===== src/hw/rtl/beq_pkg.sv =====
`default_nettype none
package beq_pkg;

	localparam int NUM_BANDS_DEF  = 3;
	localparam int SAMPLE_BITS    = 24;
	localparam int COEF_FRAC_BITS = 28;
	localparam int EXT_BITS       = 16;
	localparam int PROD_SHIFT     = 8;
	localparam int OUT_SHIFT      = COEF_FRAC_BITS - PROD_SHIFT;
	localparam int MEM_BITS       = 48;
	localparam int GOAL_BITS      = 32;
	localparam int CUR_BITS       = GOAL_BITS + EXT_BITS;
	localparam int PROD_BITS      = GOAL_BITS + SAMPLE_BITS;
	localparam int PSH_BITS       = PROD_BITS - PROD_SHIFT;
	localparam int ACC_BITS       = MEM_BITS + 2;
	localparam int RND_BITS       = ACC_BITS + 1;
	localparam int YSH_BITS       = RND_BITS - OUT_SHIFT;
	localparam int DIFF_BITS      = CUR_BITS + 1;
	localparam int NCOEF          = 5;
	localparam int CI_BITS        = 3;
	localparam int MODE_BITS      = 3;
	localparam int BAND_BITS      = 2;
	localparam int RL_BITS        = 12;
	localparam int RL_RESET       = 480;

	localparam logic [MODE_BITS-1:0] MODE_SAMPLE = 3'd0;
	localparam logic [MODE_BITS-1:0] MODE_STAGE  = 3'd1;
	localparam logic [MODE_BITS-1:0] MODE_COMMIT = 3'd2;
	localparam logic [MODE_BITS-1:0] MODE_CLEAR  = 3'd3;
	localparam logic [MODE_BITS-1:0] MODE_FLAT   = 3'd4;

	localparam logic [CI_BITS-1:0] CI_B0   = 3'd0;
	localparam logic [CI_BITS-1:0] CI_LAST = 3'd4;

	localparam logic signed [GOAL_BITS-1:0] GOAL_ONE = GOAL_BITS'(64'd1 << COEF_FRAC_BITS);
	localparam logic signed [CUR_BITS-1:0]  CUR_ONE  =
		CUR_BITS'(64'd1 << (COEF_FRAC_BITS + EXT_BITS));

	function automatic logic signed [MEM_BITS-1:0] sat_mem(input logic signed [ACC_BITS-1:0] v);
		logic signed [MEM_BITS-1:0] r;
		if (v[ACC_BITS-1:MEM_BITS-1] == '0 || v[ACC_BITS-1:MEM_BITS-1] == '1)
			r = v[MEM_BITS-1:0];
		else if (v[ACC_BITS-1])
			r = {1'b1, {(MEM_BITS-1){1'b0}}};
		else
			r = {1'b0, {(MEM_BITS-1){1'b1}}};
		return r;
	endfunction

	function automatic logic signed [SAMPLE_BITS-1:0] sat_smp(
		input logic signed [YSH_BITS-1:0] v);
		logic signed [SAMPLE_BITS-1:0] r;
		if (v[YSH_BITS-1:SAMPLE_BITS-1] == '0 || v[YSH_BITS-1:SAMPLE_BITS-1] == '1)
			r = v[SAMPLE_BITS-1:0];
		else if (v[YSH_BITS-1])
			r = {1'b1, {(SAMPLE_BITS-1){1'b0}}};
		else
			r = {1'b0, {(SAMPLE_BITS-1){1'b1}}};
		return r;
	endfunction

endpackage
`default_nettype wire


===== src/hw/rtl/beq_mul.sv =====
`default_nettype none
module beq_mul import beq_pkg::*; (
	input  wire                               clk,
	input  wire  logic signed [GOAL_BITS-1:0]   a,
	input  wire  logic signed [SAMPLE_BITS-1:0] b,
	output logic signed [PROD_BITS-1:0]        p
);

	always_ff @(posedge clk) begin
		p <= PROD_BITS'(a) * PROD_BITS'(b);
	end

endmodule
`default_nettype wire


===== config.mk =====
export PLATFORM = sky130hd
export DESIGN_NAME = beq_mul
export DESIGN_NICKNAME = d
export VERILOG_FILES = /design/src/hw/rtl/beq_pkg.sv /design/src/hw/rtl/beq_mul.sv
export SDC_FILE = /design/constraint.sdc
export NUM_CORES = 2
export LEC_CHECK = 0
export BUFFER_PORTS_ARGS = -buffer_cell sky130_fd_sc_hd__buf_2
export CAP_MARGIN = 20
export CORE_MARGIN = 2
export CORE_UTILIZATION = 40
export DETAILED_ROUTE_END_ITERATION = 8
export HOLD_SLACK_MARGIN = 0.1
export PLACE_DENSITY = 0.65
export SYNTH_ARGS = -nofsm -noshare
export SYNTH_HDL_FRONTEND = slang
export SYNTH_SLANG_ARGS = --single-unit
export TNS_END_PERCENT = 30

===== constraint.sdc =====
create_clock -name clk -period 13.7 [get_ports clk]
set_input_delay 2.74 -clock clk [delete_from_list [all_inputs] [get_ports clk]]
set_output_delay 2.74 -clock clk [all_outputs]
set_load 0.05 [all_outputs]

==> reports/results.env <==
POST_SYNTH_MOST_FREQUENT_CELLS='fa_1 (783), inv_1 (776), nand2_1 (403)'
FIRST_ITER_VIOLATIONS=1093
WHS_NS=2.98
SETUP-TNS-FINAL_NS=0
NETLIST.AREA_LEADER.SHARE_PCT=55.0
TIME_THE_FINAL_WORST_PATH_NEEDS_WITH_I_O_DELAYS_AND_SETUP_NS=9.97
VIA_COUNT=19800
GRT_PASS1_VIAS=22000
H-TREE-DEPTH=2
CTS_TREE='done'
MAX_SLEW_MARGIN_PCT=46.4
SYN_NETS=4057
WHS_PATH_DEPTH=3
GRT_START_MAX_NET_PINS=33
ANTENNA_FOUND_INITIAL=7
TOTAL_ROUTING_USAGE_REPORTED_BY_GLOBAL_ROUTING_PCT=20.4
SYNTH_COMPOUND_GATE_AREA_SHARE_PCT=4.42
SYNTH.LIB_CELLS_USED.DISTINCT=61
CRITPATHCAPTURETYPE='flop'
POSTCTSRESIZEDCELLS=0
FINAL_LAYOUT_SIZE_SUFFIX_GT1_SHARE_PCT=4.74
ANTENNA_VIOLATING_NETS_POST_ROUTE=0
BUFFER_PORTS.INSERTED=112
TOP_REGS='p: 56 flops'
WORST-SLEW-PIN-TRANSITION_NS=0.804
SYNTH_ASYNC_SR_FLOP_SHARE_PCT=0
SYNTH_SEQ_CELLS=56
ROWS=97
CTS_HOLD_REPAIR.BUFFERS=0
START_UTIL_PCT=40.6
REGISTER_WITH_THE_MOST_FLIP_FLOPS='p'
CRITICAL_PATH_DEPTH=21
GLOBALROUTE.TOTALOVERFLOW=0
WORST_SETUP_HOLD_PATH_CLK_SLEW_NS=0.08
FMAX_GHz=0.100
CRITICAL_PATH.MAX_FANOUT=32
CTS_ROOT_BUF='clkbuf_16'
TIMING.CRITICAL_PATH.SLOWEST_STAGE_CELL='fa_1'
COUNT_OF_FINAL_SETUP_VIOLATORS=0
WORSTPATHREQUIRED_NS=13.89
PIN_COUNT=113
YOSYS.AREA_SHARE.ADDER_PCT=61.6
MOST_INSTANTIATED_LIBRARY_CELL_AFTER_SYNTHESIS='fa_1'
FIN_CELLS=3978
CRIT_PATH_FREQUENT_CELL='fa_1'
CTS_BUFFER_DEPTH=2
CRIT_PATH_KIND='in2reg'
SYN-INSTANCE-COUNT=3067
HOLD_PATH.CLASS='in2reg'
FINALMAXSLEWVIOLATIONS=0
SYN-CELL-AREA_UM2=28500
SYNTH_TOP_CELLS_BY_AREA='fa_1 (55%), inv_1 (10%), and2_1 (8.2%)'
SYN-MEAN-INSTANCE-AREA_UM2=9.29
POST-CTS-SETUP-BUFFER-COUNT=0
LARGEST_REGISTER_FF_COUNT=56
SYNTH_WARN=0
SYNTHFLOPTYPE='dfxtp_1'
TIMING.CRITICAL_PATH.FROM_TYPE='primary input'
DRC=0
SYNTH-XOR-AREA-SHARE_PCT=1.84
DIE_WIDTH_UM=271
SETUP_SLACK_NS=3.73
DRT_FIRST_PASS_ITERS=6
PLACEMENT.SETUP.WORST_SLACK_NS=3.49
TIMING.CRITICAL_PATH.ARRIVAL_NS=10.17
SYNTH_EDF_COUNT=0
CPPEAKSTAGEDELAY_NS=0.79
HPWLAFTERDP_MM=59.5
DRT-TOTAL-WL_MM=71.3
COMBINATIONAL_FAMILY_WITH_THE_MOST_AREA_AFTER_SYNTHESIS='adder cells'
LAYOUT.NETS=4024
FP.DIEAREA_UM2=73400
MUXSHAREOFSYNTHAREA_PCT=0
REPORT.FINAL.HOLD_VIOL_COUNT=0
CRIT_PATH_CELL_TRACE='buf_2, nand2_1, inv_1, fa_1, fa_1, inv_1, fa_1, inv_1, fa_1, fa_1, fa_1, fa_1, ha_1, a21o_1, a21oi_2, o21bai_1, a21o_1, a31oi_2, nor3b_1, or4_1, a311o_1'
CTS_INSERTED_BUFFERS=5
SYNTH_SIMPLE_GATE_AREA_SHARE_PCT=15.9
GP_ROUTABILITY_CONGESTION=0.851
DETAIL_ROUTE.VIAS_PER_CELL=4.97
SYNTH_LARGEST_AREA_CELL='fa_1'
FLOW.AREA_GROWTH_FROM_SYNTHESIS_PCT=4.67
SINK_COUNT=56
OUTCOME='finished, final reports clean'
FIRST_PASS_GRT_WIRE_LENGTH_MM=118
YS_SEQ_AREA_SHARE_PCT=3.93
TIMING.FINAL.CRIT_SHARE_PCT=72.8
AVERAGE_DETAILED_ROUTED_WIRE_LENGTH_PER_INSTANCE_UM=17.9
RSZ0062_AT_GRT='false'
CORE_UM2=70300
DIEHEIGHT_UM=271
DRV_CAP=0
CP_NUM_BUF_INV=4
DP.CELLS=3967
CRITICAL_PATH.TOP_DELAY_FAMILY='adder cells'
## metrics by stage
stage | util (%) | area (um^2)
finish | 42.5 | 29800
floorplan | - | 28500
detailed placement | 42.2 | 29700
global route | 42.5 | 29800
CTS | 42.4 | 29800
global placement | 42.2 | 29700
## cell type report
type / count / area, um^2
Fill cell: 6931 / 40400
Tap cell: 940 / 1180
Timing Repair Buffer: 117 / 598
Inverter: 776 / 2910
Sequential cell: 56 / 1120
Clock inverter: 2 / 13.8
Clock buffer: 6 / 139
Multi-Input combinational cell: 2078 / 23900
Antenna cell: 3 / 7.51
## cell usage in the layout (no fill, tap or decap), types with 9 or more instances in the layout
cell type,instances
dfxtp_1,56
and2_1,372
nand2b_1,12
o21ai_0,21
fa_1,783
ha_1,150
nand2_1,403
nor2_1,56
buf_2,112
xor2_1,18
a21o_1,21
o21bai_1,9
xnor2_1,42
nand3_1,19
nor3_1,11
nand4_1,11
a21oi_1,56
inv_1,776
## cell families (layout without fill, tap and decap cells)
| logic type | after synthesis | count (layout) |
|---|---|---|
| other | 0 | 3 |
| AND/OR/NAND/NOR | 911 | 911 |
| AO/OA/AOI/OAI | 174 | 174 |
| flip-flops | 56 | 56 |
| buffers and inverters | 933 | 901 |
| adder cells (fa/ha/maj) | 933 | 933 |
| XOR/XNOR | 60 | 60 |
## layer usage
layer  wire, um  GRT usage, %
met5         21             0
met4       3440          8.45
met3       2750          1.80
met2      39000          38.5
met1      26100          23.6
## path summary, 6_finish.rpt
| check | from | to | slack [ns] |
|---|---|---|---|
| worst min-delay path | b[0] | p[0] | 2.98 |
| worst max-delay path | b[3] | p[52] | 3.73 |
Power is left out: the tool's default activity adds up to more than one toggle a clock period on the data nets, which glitch-free logic cannot reach.
