## src/hw/rtl/beq_pkg.sv

```systemverilog
`default_nettype none
package beq_pkg;

	localparam int NUM_BANDS_DEF  = 3;
	localparam int SAMPLE_BITS    = 24;
	localparam int COEF_FRAC_BITS = 28;
	localparam int EXT_BITS       = 16;
	localparam int PROD_SHIFT     = 8;
	localparam int OUT_SHIFT      = COEF_FRAC_BITS - PROD_SHIFT;
	localparam int MEM_BITS       = 48;
	localparam int GOAL_BITS      = 32;
	localparam int CUR_BITS       = GOAL_BITS + EXT_BITS;
	localparam int PROD_BITS      = GOAL_BITS + SAMPLE_BITS;
	localparam int PSH_BITS       = PROD_BITS - PROD_SHIFT;
	localparam int ACC_BITS       = MEM_BITS + 2;
	localparam int RND_BITS       = ACC_BITS + 1;
	localparam int YSH_BITS       = RND_BITS - OUT_SHIFT;
	localparam int DIFF_BITS      = CUR_BITS + 1;
	localparam int NCOEF          = 5;
	localparam int CI_BITS        = 3;
	localparam int MODE_BITS      = 3;
	localparam int BAND_BITS      = 2;
	localparam int RL_BITS        = 12;
	localparam int RL_RESET       = 480;

	localparam logic [MODE_BITS-1:0] MODE_SAMPLE = 3'd0;
	localparam logic [MODE_BITS-1:0] MODE_STAGE  = 3'd1;
	localparam logic [MODE_BITS-1:0] MODE_COMMIT = 3'd2;
	localparam logic [MODE_BITS-1:0] MODE_CLEAR  = 3'd3;
	localparam logic [MODE_BITS-1:0] MODE_FLAT   = 3'd4;

	localparam logic [CI_BITS-1:0] CI_B0   = 3'd0;
	localparam logic [CI_BITS-1:0] CI_LAST = 3'd4;

	localparam logic signed [GOAL_BITS-1:0] GOAL_ONE = GOAL_BITS'(64'd1 << COEF_FRAC_BITS);
	localparam logic signed [CUR_BITS-1:0]  CUR_ONE  =
		CUR_BITS'(64'd1 << (COEF_FRAC_BITS + EXT_BITS));

	function automatic logic signed [MEM_BITS-1:0] sat_mem(input logic signed [ACC_BITS-1:0] v);
		logic signed [MEM_BITS-1:0] r;
		if (v[ACC_BITS-1:MEM_BITS-1] == '0 || v[ACC_BITS-1:MEM_BITS-1] == '1)
			r = v[MEM_BITS-1:0];
		else if (v[ACC_BITS-1])
			r = {1'b1, {(MEM_BITS-1){1'b0}}};
		else
			r = {1'b0, {(MEM_BITS-1){1'b1}}};
		return r;
	endfunction

	function automatic logic signed [SAMPLE_BITS-1:0] sat_smp(
		input logic signed [YSH_BITS-1:0] v);
		logic signed [SAMPLE_BITS-1:0] r;
		if (v[YSH_BITS-1:SAMPLE_BITS-1] == '0 || v[YSH_BITS-1:SAMPLE_BITS-1] == '1)
			r = v[SAMPLE_BITS-1:0];
		else if (v[YSH_BITS-1])
			r = {1'b1, {(SAMPLE_BITS-1){1'b0}}};
		else
			r = {1'b0, {(SAMPLE_BITS-1){1'b1}}};
		return r;
	endfunction

endpackage
`default_nettype wire

```

## src/hw/rtl/beq_div.sv

```systemverilog
`default_nettype none
module beq_div import beq_pkg::*; (
	input  wire                              clk,
	input  wire                              arst_n,
	input  wire                              start,
	input  wire  logic signed [DIFF_BITS-1:0] dividend,
	input  wire  logic [RL_BITS-1:0]          divisor,
	output logic                             done,
	output logic signed [CUR_BITS-1:0]       quotient
);

	localparam int CNT_W = $clog2(DIFF_BITS + 1);

	logic [DIFF_BITS-1:0] mag_q;
	logic [RL_BITS-1:0]   rem_q;
	logic [RL_BITS-1:0]   dvs_q;
	logic                 neg_q;
	logic                 busy_q;
	logic [CNT_W-1:0]     cnt_q;
	logic [RL_BITS:0]     trial;
	logic                 fit;
	logic [DIFF_BITS-1:0] qfull;

	assign trial    = {rem_q, mag_q[DIFF_BITS-1]};
	assign fit      = trial >= {1'b0, dvs_q};
	assign qfull    = neg_q ? (~mag_q + 1'b1) : mag_q;
	assign quotient = qfull[CUR_BITS-1:0];

	always_ff @(posedge clk or negedge arst_n) begin
		if (!arst_n) begin
			busy_q <= 1'b0;
			done   <= 1'b0;
			cnt_q  <= '0;
		end else begin
			done <= 1'b0;
			if (start) begin
				busy_q <= 1'b1;
				cnt_q  <= '0;
				rem_q  <= '0;
				dvs_q  <= divisor;
				neg_q  <= dividend[DIFF_BITS-1];
				mag_q  <= dividend[DIFF_BITS-1] ? (~dividend + 1'b1) : dividend;
			end else if (busy_q) begin
				rem_q <= fit ? RL_BITS'(trial - {1'b0, dvs_q}) : trial[RL_BITS-1:0];
				mag_q <= {mag_q[DIFF_BITS-2:0], fit};
				cnt_q <= cnt_q + 1'b1;
				if (cnt_q == CNT_W'(DIFF_BITS - 1)) begin
					busy_q <= 1'b0;
					done   <= 1'b1;
				end
			end
		end
	end

endmodule
`default_nettype wire

```

## config.mk

```make
export PLATFORM = sky130hd
export DESIGN_NAME = beq_div
export DESIGN_NICKNAME = d
export VERILOG_FILES = /design/src/hw/rtl/beq_pkg.sv /design/src/hw/rtl/beq_div.sv
export SDC_FILE = /design/constraint.sdc
export NUM_CORES = 1
export LEC_CHECK = 0
export ABC_AREA = 1
export BUFFER_PORTS_ARGS = -buffer_cell sky130_fd_sc_hd__buf_4
export CORE_ASPECT_RATIO = 0.5
export CORE_UTILIZATION = 45
export CTS_CLUSTER_SIZE = 14
export DETAILED_ROUTE_END_ITERATION = 10
export PLACE_DENSITY_LB_ADDON = 0.2
export REMOVE_ABC_BUFFERS = 1
export SLEW_MARGIN = 20
export SYNTH_ARGS = -nofsm -noshare
export SYNTH_HDL_FRONTEND = slang
export SYNTH_SLANG_ARGS = --single-unit
export TNS_END_PERCENT = 5
```

## constraint.sdc

```tcl
create_clock -name clk -period 3.67 [get_ports clk]
set_input_delay 0.1835 -clock clk [delete_from_list [all_inputs] [get_ports clk]]
set_output_delay 0.1835 -clock clk [all_outputs]
set_load 0.005 [all_outputs]
```

==> results of run 1 <==
cell families after synthesis:
family,share of synthesized area [%]
buf+inv,8.48
flops,32.8
fa+ha+maj,2.98
xor+xnor,7.59
simple gates,40.7
compound gates,7.45
synth_stat cells, drive strengths merged (8+ instances only):
| master | count | area share [%] |
|---|---|---|
| a21oi | 18 | 1.3 |
| buf | 10 | 0.81 |
| clkbuf | 19 | 0.97 |
| dfrtp | 8 | 2.7 |
| edfxtp | 74 | 30 |
| ha | 16 | 2.7 |
| inv | 132 | 6.7 |
| nand2 | 354 | 18 |
| nand3 | 88 | 6.3 |
| nand3b | 8 | 0.81 |
| nand4 | 57 | 4.8 |
| nor2 | 156 | 8.4 |
| nor3 | 14 | 1.3 |
| o21ai | 69 | 5.3 |
| xnor2 | 15 | 1.8 |
| xor2 | 49 | 5.8 |
power groups by stage:
stage                     Sequential [mW]  Clock, mW  Combinational (mW)
after floorplan                      1.20          0               0.557
after global placement               1.22          0               0.916
after detailed placement             1.23          0               0.919
after CTS                            1.21      0.940               0.926
after global routing                 1.22      0.978                1.04
final                                1.21      0.930               0.933
timing repair:
| action | 4_1_cts | 5_1_grt |
|---|---|---|
| hold buffers | 1 | 0 |
| setup endpoints to repair | 0 | 0 |
| endpoints found under the hold margin | 8 | 0 |
flip-flops by register name, summed over array words and instances (netlist names):
signal	count
rem_q	12
dvs_q	12
mag_q	49
busy_q	1
cnt_q	6
done	1
neg_q	1
layer usage:
layer | vias up | wire, um | track usage (%)
met3 | 28 | 1850 | 3.58
met5 | - | 0 | 0
met4 | 0 | 348 | 7.15
met1 | 3617 | 11000 | 40.7
met2 | 321 | 10200 | 45.1
li1 | 3815 | - | -
per-stage QoR:
step,setup slack [ns],instances,area [um2]
4_1_cts,0.997,1430,8720
5_1_grt,0.778,1430,8720
3_3_place_gp,1.29,1413,8410
6_report,0.990,1430,8720
3_5_place_dp,1.27,1413,8410
2_1_floorplan,0.583,1076,7260
how the worst max path moves through the flow:
stage / start / end / slack, ns / cells after the start
2_1_floorplan: busy_q$_DFF_PN0_ / mag_q[0]$_DFFE_PP_ / 0.58 / 2
3_3_place_gp: rem_q[7]$_SDFFCE_PP0P_ / rem_q[2]$_SDFFCE_PP0P_ / 1.29 / 7
3_5_place_dp: rem_q[7]$_SDFFCE_PP0P_ / rem_q[2]$_SDFFCE_PP0P_ / 1.27 / 7
4_1_cts: mag_q[0]$_DFFE_PP_ / quotient[32] / 1.0 / 10
5_1_grt: mag_q[0]$_DFFE_PP_ / quotient[24] / 0.78 / 11
6_report: mag_q[0]$_DFFE_PP_ / quotient[32] / 0.99 / 10
cell type report:
class                           count  area share, %
Tap cell                          221           3.17
Clock buffer                       10           2.87
Clock inverter                      6          0.531
Sequential cell                    82           27.8
Inverter                          132           5.68
Timing Repair Buffer              117           10.1
Multi-Input combinational cell    862           49.9
==> results.sh, run 1 <==
export IMPL_p_per_area_nw_per_um2=352
export IMPL_grt_pass1_vias=7268
export IMPL_slowest_delay_ns=0.50
export IMPL_synth_seq_area_share_pct=32.8
export IMPL_holdWs_ns=0.0135
export IMPL_routed_wl_mm=23.3
export IMPL_layout_commonest_cell="nand2_1"
export IMPL_synth_cells=1105
export IMPL_cts_sinks=82
export IMPL_yosysUniqueCellTypes=43
export IMPL_htree_levels=3
export IMPL_grt_usage_pct=28.4
export IMPL_reg2reg_setup_slack_ns=1.25
export IMPL_slowest_stage="edfxtp_1"
export IMPL_period_needed_ns=2.68
export IMPL_initial_core_util_pct=47.0
export IMPL_multiInputGateArea_um2=4350
export IMPL_grt_max_degree=50
export IMPL_final_util_pct=55.4
export IMPL_io_pins=113
export IMPL_dieHeight_um=92.6
export IMPL_die_w_um=183
export IMPL_cts_resized=0
export IMPL_vias_per_cell=5.44
export IMPL_cp_required_ns=3.49
export IMPL_ff_latch_area_um2=2420
export IMPL_core_area_um2=15700
export IMPL_cap_violations=0
export IMPL_fmax_mhz=373
export IMPL_worstPathCellList="inv_1 > ha_1 > inv_1 > nor3_2 > inv_2 > nor2_4 > nand4_1 > xor2_1 > o21ai_1 > buf_4"
export IMPL_route_detailed_wl_per_inst_um=16.3
export IMPL_clk_latency_ns=0.35
export IMPL_ys_ff_latch=82
export IMPL_cpLargestDelayFamily="simple AND/OR/NAND/NOR gates"
export IMPL_cp_arrival_ns=2.50
export IMPL_root_buffer="clkbuf_16"
export IMPL_post_route_period_util_pct=73.0
export IMPL_crit_type="register to output pin"
export IMPL_area_delta_synth_final_pct=18.0
export IMPL_r2r_end="rem_q[2]$_SDFFCE_PP0P_"
export IMPL_holdPathEnd="dvs_q[0]$_DFFE_PP_"
export IMPL_rsz0062_at_grt="no"
export IMPL_tightest_slew_ns=0.885
export IMPL_numCtsBuffers=9
export IMPL_fillers=1604
export IMPL_grt_overflow=0
export IMPL_tns_ns=0
export IMPL_path_buf_inv=4
export IMPL_ir_drop_v=0.000214
export IMPL_finalSetupViolations=0
export IMPL_cellLeakagePower_nw=4.01
export IMPL_hold_violations=0
export IMPL_row_count=32
export IMPL_gp_congestion=0.933
export IMPL_hold_start="divisor[0]"
export IMPL_synth_ff_type="edfxtp_1"
export IMPL_drive_gt1_share_pct=14.7
export IMPL_p_switching_mw=1.07
export IMPL_reg2reg_depth=7
export IMPL_die_area_um2=17000
export IMPL_synth_edf_count=74
export IMPL_diodes=0
export IMPL_drc_errors=0
export IMPL_cts_setup_buffers=0
export IMPL_startpoint_type="register"
export IMPL_async_reset_ff_share_pct=9.76
export IMPL_syn_area_per_cell_um2=6.69
export IMPL_io_buffers=112
export IMPL_finalClockSkew_ns=0.00878
export IMPL_p_int_mw=2.00
export IMPL_cts_tree="yes"
export IMPL_seqPwrFrac_pct=39.4
export IMPL_cp_max_fo=7
export IMPL_crit_top_cell="inv_1"
export IMPL_status="complete, no violations"
export IMPL_min_path_cells=1
export IMPL_synth_area_um2=7390
export IMPL_first_pass_iters=7
export IMPL_fin_nets=1285
export IMPL_dp_hpwl_mm=18.0
export IMPL_switching_share_pct=34.9
export IMPL_path_clk_slew_ns=0.07
export IMPL_slew_headroom_pct=40.8
export IMPL_ctsLongestPathBuffers=2
export IMPL_mostFrequentLayoutCells="343 x nand2_1, 146 x nor2_1, 124 x inv_1"
export IMPL_min_path_type="input port to register"
export IMPL_clockPowerShare_pct=30.3
export IMPL_power_mw=3.07
export IMPL_pwr_share_comb_pct=30.4
export IMPL_crit_path_end_kind="output pin"
export IMPL_drv_slew=0
export IMPL_rr_startpoint="rem_q[7]$_SDFFCE_PP0P_"
export IMPL_grt_pass1_wl_mm=37.1
export IMPL_antenna_found_initial=0
export IMPL_first_iter_violations=751
export IMPL_vias=7781
export IMPL_antenna_left=0
export IMPL_yosysWarnings=0
Note: power is estimated with default switching activity, not from simulation.
==> inputs of run 2 (changes only) <==
- clock period: 3.67 -> 2.4 ns (I/O delays scaled with it)
==> results.sh, run 2 (synthesized netlist as in run 1, its figures left out) <==
export IMPL_holdWs_ns=0.160
export IMPL_finalClockSkew_ns=0.0118
export IMPL_gp_congestion=0.951
export IMPL_fillers=1560
export IMPL_cellLeakagePower_nw=4.16
export IMPL_grt_pass1_wl_mm=36.9
export IMPL_crit_type="register to output pin"
export IMPL_ir_drop_v=0.000335
export IMPL_reg2reg_depth=9
export IMPL_route_detailed_wl_per_inst_um=16.0
export IMPL_rr_startpoint="rem_q[1]$_SDFFCE_PP0P_"
export IMPL_min_path_type="input port to register"
export IMPL_diodes=0
export IMPL_first_pass_iters=5
export IMPL_drive_gt1_share_pct=16.1
export IMPL_vias=7795
export IMPL_placed_area_um2=8510
export IMPL_hold_violations=0
export IMPL_cp_required_ns=2.28
export IMPL_slowest_delay_ns=0.40
export IMPL_cts_sinks=82
export IMPL_startpoint_type="register"
export IMPL_fin_nets=1314
export IMPL_top_regs="mag_q x49, dvs_q x12, rem_q x12"
export IMPL_cp_max_fo=5
export IMPL_routed_wl_mm=23.3
export IMPL_crit_top_cell="nand2_2"
export IMPL_slew_headroom_pct=48.6
export IMPL_grt_pass1_vias=7324
export IMPL_rsz0062_at_grt="yes"
export IMPL_hold_start="dividend[25]"
export IMPL_crit_path_end_kind="output pin"
export IMPL_clk_latency_ns=0.34
export IMPL_final_area_um2=9030
export IMPL_htree_levels=3
export IMPL_p_per_area_nw_per_um2=521
export IMPL_finalSetupViolations=0
export IMPL_initial_core_util_pct=47.0
export IMPL_slowest_stage="edfxtp_1"
export IMPL_antenna_found_initial=0
export IMPL_grt_usage_pct=28.1
export IMPL_antenna_left=0
export IMPL_tns_ns=0
export IMPL_fmax_mhz=437
export IMPL_grt_max_degree=50
export IMPL_cp_arrival_ns=2.17
export IMPL_worstPathCellList="buf_4 > nor3_4 > nand2_2 > inv_2 > nand2_2 > inv_2 > nand2_2 > o21ai_4 > xor2_1 > buf_4"
export IMPL_cap_violations=0
export IMPL_cts_tree="yes"
export IMPL_power_mw=4.70
export IMPL_dieHeight_um=92.6
export IMPL_area_delta_synth_final_pct=22.2
export IMPL_path_clk_slew_ns=0.06
export IMPL_mostFrequentLayoutCells="343 x nand2_1, 145 x nor2_1, 131 x buf_4"
export IMPL_core_area_um2=15700
export IMPL_io_pins=113
export IMPL_critPathLaunch="mag_q[0]$_DFFE_PP_"
export IMPL_dp_hpwl_mm=17.9
export IMPL_post_route_period_util_pct=95.3
export IMPL_period_needed_ns=2.29
export IMPL_die_w_um=183
export IMPL_first_iter_violations=723
export IMPL_status="complete, no violations"
export IMPL_die_area_um2=17000
export IMPL_tightest_slew_ns=0.771
export IMPL_row_count=32
export IMPL_layout_commonest_cell="nand2_1"
export IMPL_drc_errors=0
export IMPL_grt_overflow=0
export IMPL_numCtsBuffers=9
export IMPL_min_path_cells=3
export IMPL_root_buffer="clkbuf_16"
export IMPL_vias_per_cell=5.34
export IMPL_largest_register_ffs=49
export IMPL_io_buffers=112
export IMPL_top_register="mag_q"
export IMPL_drv_slew=0
export IMPL_ctsLongestPathBuffers=2
run 2: what timing repair did:
action,4_1_cts,5_1_grt
pin swaps,1,3
hold buffers,13,0
resized for setup,1,10
hold endpoints to repair,20,0
setup endpoints to repair,4,31
buffers inserted,2,6
run 2: stage by stage:
step                      utilization, %  worst slack [ns]  cells
final                               57.4             0.114   1459
after global routing                57.4           -0.0159   1459
after CTS                           56.9           0.00936   1453
after detailed placement            54.1             0.117   1422
after global placement              54.1             0.186   1422
after floorplan                        -            -0.687   1076
run 2: final cells by class:
class / instances / area (um2) / area share (%)
multi-input combinational: 862 / 4390 / 48.6
clock buffer: 13 / 272 / 3.01
inverter: 132 / 495 / 5.49
sequential: 82 / 2420 / 26.8
clock inverter: 3 / 21.3 / 0.236
timing repair buffer: 146 / 1150 / 12.8
tap: 221 / 277 / 3.06
run 2: worst max-delay path: cells and delay by family (launching register included):
kind / cells / cell delay, ns
AO/OA/AOI/OAI: 1 / 0.21
XOR/XNOR: 1 / 0.23
buffers and inverters: 4 / 0.49
flip-flops: 1 / 0.40
AND/OR/NAND/NOR: 4 / 0.50
run 2: metal layers:
metal	track usage (%)	vias to the layer above	wire, um
met2	43.9	268	10100
met3	3.62	41	1580
met5	0	-	0
met1	40.0	3618	11000
met4	9.93	0	569
li1	-	3868	-
run 2: path summary, 6_finish.rpt:
kind / slack [ns] / end
min in group asynchronous: 0.23 / cnt_q[3]$_DFFE_PN0N_
worst min register to register: 0.55 / cnt_q[3]$_DFFE_PN0N_
worst max-delay path: 0.11 / quotient[25]
max in group asynchronous: 1.93 / cnt_q[4]$_DFFE_PN0N_
worst max register to register: 0.18 / rem_q[2]$_SDFFCE_PP0P_
worst min-delay path: 0.16 / mag_q[25]$_DFFE_PP_
run 2: power breakdown:
group          switching (mW)  leakage (nW)  internal, mW  total [mW]
sequential              0.116         0.834          1.72        1.84
combinational           0.887          3.19         0.608        1.49
clock                   0.579         0.141         0.795        1.37
total                    1.58          4.16          3.12        4.70
